<file path="src/rtl/pvg_pkg.sv">
// ----------------------------------------------------------------------------
// pvg_pkg
// Shared types and constants of the polygon vertex generator: payload
// structs, controller/datapath command and status, angle and CORDIC constants.
// ----------------------------------------------------------------------------
package pvg_pkg;

	// Field widths
	localparam int BOX_W   = 16;
	localparam int SIDES_W = 6;
	localparam int COORD_W = 24;

	// Coordinate limits
	localparam int unsigned COORD_POS_LIM = 8388607;
	localparam logic signed [COORD_W-1:0] COORD_MAX_V = 24'sh7FFFFF;
	localparam logic signed [COORD_W-1:0] COORD_MIN_V = 24'sh800000;

	// Angles in hundredths of a degree
	localparam int ANGLE_W = 16;
	localparam logic [ANGLE_W-1:0] QUARTER_TURN       = 16'd9000;
	localparam logic [ANGLE_W-1:0] HALF_TURN          = 16'd18000;
	localparam logic [ANGLE_W-1:0] THREE_QUARTER_TURN = 16'd27000;
	localparam logic [ANGLE_W-1:0] FULL_TURN          = 16'd36000;

	// Shared divider
	localparam int DIV_NUM_W = 23;
	localparam int DIV_DEN_W = 16;
	localparam int DIV_CNT_W = $clog2(DIV_NUM_W + 1);
	localparam int RATIO_W   = DIV_NUM_W;
	localparam int RATIO_SCALE = 100;
	localparam int RATIO_HALF  = 50;

	// Digit-serial divide by 25 (after a shift by two for the factor four)
	localparam int DIGIT_W     = 8;
	localparam int DREM_W      = 5;
	localparam int DCUR_W      = DREM_W + DIGIT_W;
	localparam int DPROD_W     = 2 * DCUR_W;
	localparam int DIV25       = 25;
	localparam int RECIP_25    = 5243;
	localparam int RECIP_SHIFT = 17;

	// CORDIC, Q1.30, angle unit 1/25600 degree
	localparam int CORDIC_STEPS = 16;
	localparam int CORDIC_IDX_W = $clog2(CORDIC_STEPS);
	localparam int CS_W         = 32;
	localparam int CS_MAG_W     = CS_W - 1;
	localparam int CORDIC_Z_W   = 25;
	localparam int ANGLE_FRAC   = 8;
	localparam int Q30_SHIFT    = 30;
	localparam logic signed [CS_W-1:0] CORDIC_GAIN = 32'sd652032874;

	localparam logic signed [CORDIC_Z_W-1:0] ATAN_TAB [CORDIC_STEPS] = '{
		25'sd1152000, 25'sd680065, 25'sd359328, 25'sd182400,
		25'sd91554,   25'sd45822,  25'sd22916,  25'sd11459,
		25'sd5730,    25'sd2865,   25'sd1432,   25'sd716,
		25'sd358,     25'sd179,    25'sd90,     25'sd45
	};

	typedef struct packed {
		logic [BOX_W-1:0]   box_width;
		logic [BOX_W-1:0]   box_height;
		logic [SIDES_W-1:0] sides;
	} pvg_req_t;

	typedef struct packed {
		logic signed [COORD_W-1:0] x_pos;
		logic signed [COORD_W-1:0] y_pos;
		logic                      last;
	} pvg_vtx_t;

	typedef enum logic [1:0] {
		EMIT_NONE  = 2'd0,
		EMIT_START = 2'd1,
		EMIT_VTX   = 2'd2,
		EMIT_LAST  = 2'd3
	} pvg_emit_t;

	typedef struct packed {
		logic      accept;
		logic      ratio_take;
		logic      step_take;
		logic      angle_adv;
		logic      mul_r;
		logic      round_q30;
		logic      mul_a;
		logic      d100_load;
		pvg_emit_t emit;
	} pvg_cmd_t;

	typedef struct packed {
		logic div_busy;
		logic rot_busy;
		logic d100_busy;
		logic out_free;
		logic more;
	} pvg_stat_t;

endpackage

</file>
<file path="src/rtl/pvg_controller.sv">
// ----------------------------------------------------------------------------
// pvg_controller
// Sequencer: setup divisions, then per vertex angle step, CORDIC, scaling,
// divide by 100 and output load; start and closing points around them.
// ----------------------------------------------------------------------------
module pvg_controller import pvg_pkg::*; (
	input  logic      clk,
	input  logic      arst_n,
	input  logic      req_valid,
	output logic      req_ready,
	input  pvg_stat_t stat,
	output pvg_cmd_t  cmd
);
	typedef enum logic [12:0] {
		ST_IDLE      = 13'h0001,
		ST_DIV_RATIO = 13'h0002,
		ST_DIV_STEP  = 13'h0004,
		ST_EMIT_ST   = 13'h0008,
		ST_ANGLE     = 13'h0010,
		ST_ROT       = 13'h0020,
		ST_MUL_R     = 13'h0040,
		ST_ROUND     = 13'h0080,
		ST_MUL_A     = 13'h0100,
		ST_D100_LD   = 13'h0200,
		ST_D100      = 13'h0400,
		ST_EMIT_VTX  = 13'h0800,
		ST_EMIT_LAST = 13'h1000
	} state_t;

	state_t state_q;
	state_t state_nxt;

	always_comb begin
		cmd       = '0;
		cmd.emit  = EMIT_NONE;
		state_nxt = state_q;
		case (state_q)
			ST_IDLE: begin
				if (req_valid) begin
					cmd.accept = 1'b1;
					state_nxt  = ST_DIV_RATIO;
				end
			end
			ST_DIV_RATIO: begin
				if (!stat.div_busy) begin
					cmd.ratio_take = 1'b1;
					state_nxt      = ST_DIV_STEP;
				end
			end
			ST_DIV_STEP: begin
				if (!stat.div_busy) begin
					cmd.step_take = 1'b1;
					state_nxt     = ST_EMIT_ST;
				end
			end
			ST_EMIT_ST: begin
				if (stat.out_free) begin
					cmd.emit  = EMIT_START;
					state_nxt = stat.more ? ST_ANGLE : ST_EMIT_LAST;
				end
			end
			ST_ANGLE: begin
				cmd.angle_adv = 1'b1;
				state_nxt     = ST_ROT;
			end
			ST_ROT: begin
				if (!stat.rot_busy) begin
					state_nxt = ST_MUL_R;
				end
			end
			ST_MUL_R: begin
				cmd.mul_r = 1'b1;
				state_nxt = ST_ROUND;
			end
			ST_ROUND: begin
				cmd.round_q30 = 1'b1;
				state_nxt     = ST_MUL_A;
			end
			ST_MUL_A: begin
				cmd.mul_a = 1'b1;
				state_nxt = ST_D100_LD;
			end
			ST_D100_LD: begin
				cmd.d100_load = 1'b1;
				state_nxt     = ST_D100;
			end
			ST_D100: begin
				if (!stat.d100_busy) begin
					state_nxt = ST_EMIT_VTX;
				end
			end
			ST_EMIT_VTX: begin
				if (stat.out_free) begin
					cmd.emit  = EMIT_VTX;
					state_nxt = stat.more ? ST_ANGLE : ST_EMIT_LAST;
				end
			end
			ST_EMIT_LAST: begin
				if (stat.out_free) begin
					cmd.emit  = EMIT_LAST;
					state_nxt = ST_IDLE;
				end
			end
			default: begin
				state_nxt = ST_IDLE;
			end
		endcase
	end

	always_ff @(posedge clk or negedge arst_n) begin
		if (!arst_n) begin
			state_q <= ST_IDLE;
		end else begin
			state_q <= state_nxt;
		end
	end

	assign req_ready = (state_q == ST_IDLE);

`ifndef SYNTHESIS
	a_idle_units_quiet: assert property (@(posedge clk) disable iff (!arst_n)
		(state_q == ST_IDLE) |-> !(stat.div_busy || stat.rot_busy || stat.d100_busy))
		else $error("arithmetic unit busy while idle");
	a_emit_when_free: assert property (@(posedge clk) disable iff (!arst_n)
		(cmd.emit != EMIT_NONE) |-> stat.out_free)
		else $error("output register overwritten");
`endif
endmodule

</file>
<file path="config.mk">
export PLATFORM = sky130hd
export DESIGN_NAME = pvg_controller
export DESIGN_NICKNAME = d
export VERILOG_FILES = /design/src/rtl/pvg_pkg.sv /design/src/rtl/pvg_controller.sv
export SDC_FILE = /design/constraint.sdc
export NUM_CORES = 1
export LEC_CHECK = 0
export BUFFER_PORTS_ARGS = -buffer_cell sky130_fd_sc_hd__buf_2
export CORE_UTILIZATION = 42
export DETAILED_ROUTE_END_ITERATION = 7
export MAX_ROUTING_LAYER = met4
export PLACE_DENSITY = 0.62
export SYNTH_ARGS = -nofsm -noshare
export SYNTH_HDL_FRONTEND = slang
export SYNTH_SLANG_ARGS = --single-unit
</file>
<file path="constraint.sdc">
create_clock -name clk -period 2.6 [get_ports clk]
set_clock_uncertainty 0.2 [all_clocks]
set_input_delay 0.13 -clock clk [delete_from_list [all_inputs] [get_ports clk]]
set_output_delay 0.13 -clock clk [all_outputs]
set_load 0.05 [all_outputs]
</file>
==> flow_summary_export.csv <==
group,metric,value,unit
clock_tree,clock-root-buffer,"clkbuf_4",
layout,fin_nets,129,
placement,hpwl,1.52,mm
worst_setup_path,r2r_start,"state_q[0]$_DFFE_PN1P_",
layout,n_fill_cell,186,
power_and_ir_drop,p_total,0.814,mW
floorplanning,dieArea,2420,um^2
sta,max_freq,406,MHz
synth,syn_nets,105,
detailed_routing,via_count,805,
worst_setup_path,worstSetupStartpointType,"flop",
clock_tree,cts_max_path_buffers,2,
grt,grt_pass1_vias,754,
clock_tree,clock_latency,290,ps
sta,rsz0062_at_grt,"false",
worst_setup_path,crit_chain,"nor4_4 -> nand4_2 -> nor4_1 -> buf_2",
worst_setup_path,max_stage_delay,470,ps
flow_run,cap_violations,0,
synth,ys_ff_latch,13,
worst_setup_path,arrival,2130,ps
sta,slew_viol_final,0,
synth,synth_top_area_share,32.1,%
synth,ys_types,42,
clock_tree,cts-htree-levels,1,
grt,grt_max_degree,14,
layout,final_cell_area,1130,um^2
clock_tree,cts.sinks,13,
sta,hold_viol_final,0,
worst_setup_path,critPathKind,"reg -> out",
grt,grt_pass1_wl,3.44,mm
grt,antenna_found_initial,0,
detailed_routing,wl,2.03,mm
clock_tree,cts_inserted_buffers,3,
sta,min_period_over_period,94.7,%
placement,placed_area,1040,um^2
detailed_routing,vias_per_cell,5.48,
synth,synthCells,97,
sta,maxSlewHeadroom,59.9,%
floorplanning,die_height,49.2,um
sta,min_period,2460,ps
layout,mostFrequentLayoutCells,"buf_2 (18), dfrtp_1 (12), nor2_1 (8), inv_1 (6), dlygate4sd3_1 (6)",
floorplanning,ios,19,
synth,synthTopCellsByArea,"dfrtp_1 (32%), nor4b_1 (5.6%), xor2_1 (4.7%), nor4_1 (4.0%), nor2_1 (3.2%)",
detailed_routing,drc,0,
floorplanning,start_util,46.2,%
floorplanning,core_area,2020,um^2
sta,worstMarginPinSlew,601,ps
clock_tree,cts.clk_slew.worst_paths,80,ps
worst_setup_path,path_delay_family,"simple AND/OR/NAND/NOR gates",
synth,yosysTopAreaCell,"dfrtp_1",
worst_setup_path,endpoint_kind,"output port",
grt,overflow,0,
synth,synth_edf_count,0,
clock_tree,cts_tree,"built",
layout,top_regs,"state_q: 13 flops",
worst_setup_path,path_buf_inv,1,
placement,portBuffers,18,
layout,area_growth,21.3,%
floorplanning,die_w,49.2,um
status,status,"finished, final reports clean",
power_and_ir_drop,pwr_density_cell,718,nW/um^2
detailed_routing,wl_per_cell,13.8,um
synth,yosysWarnings,0,
detailed_routing,drtIter0Drc,14,
worst_setup_path,cpMaxStageDelayCell,"dfrtp_1",
worst_setup_path,worstPathRequired,2270,ps
sta,whs,47.9,ps
synth,syn_area,935,um^2
synth,synth_async_sr_flop_share,100,%
synth,synth_flop_cell,"dfrtp_1",
hold_path,hold_path.class,"in -> async",
sta,final-setup-viol-count,0,
detailed_routing,first_pass_iters,4,
worst_setup_path,worstSetupStartpoint,"state_q[5]$_DFFE_PN0P_",
layout,top_register,"state_q",
layout,layout-drive-gt1-share,28.3,%
layout,largest_reg_flops,13,
worst_setup_path,crit_fanout,8,
placement,globalplace.congestion,0.895,
synth,syn-mean-instance-area,9.64,um^2
grt,grtUsageTotal,19.7,%
layout,final_common_cell,"buf_2",
power_and_ir_drop,ir_drop,0.000507,V
detailed_routing,ant_nets,0,
synth,yosysSeqAreaShare,34.9,%
sta,tns,0,ps
floorplanning,row_count,16,
power_and_ir_drop,p_leak,0.529,nW
layout,antenna_cells,0,
[stage by stage]
stage                     util (%)  instances  setup slack, ps
after floorplan                  -         97             -552
after global placement        51.4        137              336
after detailed placement      51.4        137              343
after CTS                     55.6        147              139
after global routing          56.1        147             6.85
final                         56.1        147              137
[metal layers]
| layer | part of all wire, % | vias up | global-route usage, % | wire, um |
|---|---|---|---|---|
| li1 | - | 411 | - | - |
| met1 | 48 | 373 | 25.0 | 975 |
| met2 | 46 | 16 | 29.2 | 928 |
| met3 | 3.9 | 5 | 4.05 | 78 |
| met4 | 2.1 | 0 | 10.3 | 42 |
| met5 | 0 | - | - | 0 |
[logic make-up (layout without fill, tap and decap cells)]
group,count (synthesis),after routing,synth area share [%]
AOI/OAI and AO/OA,17,17,15.7
xor gates and xnor gates,5,5,4.69
buffers and inverters,11,34,6.42
DFF,13,13,34.9
muxes,2,2,2.41
and+or+nand+nor,49,49,35.9
[layout make-up]
cell class,instances,area (um^2),share of cell area [%]
Timing Repair Buffer,24,150,13.2
Tap cell,27,33.8,2.98
Clock buffer,4,26.3,2.32
Multi-Input combinational cell,73,574,50.7
Sequential cell,13,327,28.8
Inverter,6,22.5,1.99
[what timing repair did]
action | in CTS | in global routing
hold buffers | 6 | 0
gates resized for setup | 0 | 1
endpoints found under the setup margin | 0 | 1
endpoints found under the hold margin | 18 | 0
setup buffers | 0 | 0
[where the power goes]
group	internal [mW]	switching [mW]	total [mW]
combinational	0.144	0.255	0.399
clock	0.0597	0.0705	0.130
sequential	0.230	0.0556	0.285
[worst reg2reg max path, cell delays in order, from the launching register on]
cell,delay (ps)
dfstp_2,640
nor4_4,90
nand3_2,200
o32ai_2,110
a211oi_2,540
mux2_1,380
[final timing paths]
kind                                            to  slack, ps  depth (start not counted)
max in group asynchronous   state_q[0]$_DFFE_PN1P_       1870                          2
setup / recovery                            cmd[8]        140                          4
hold / removal              state_q[3]$_DFFE_PN0P_         50                          2
hold reg to reg             state_q[9]$_DFFE_PN0P_        330                          1
min in group clk            state_q[3]$_DFFE_PN0P_        330                          4
setup reg to reg           state_q[11]$_DFFE_PN0P_        320                          5
[cells in the mapped netlist (2+ instances only)]
master and instances:
a21oi_1 2, and3_1 2, buf_2 2, buf_6 2, dfrtp_1 12, inv_1 6, mux2_1 2, nand2_1 5
nand2b_1 2, nand3_1 3, nand3b_1 2, nor2_1 8, nor3_1 2, nor3b_1 3, nor4_1 6, nor4b_1 6
o21bai_1 3, xor2_1 5
Note: power is estimated with default switching activity, not from simulation.
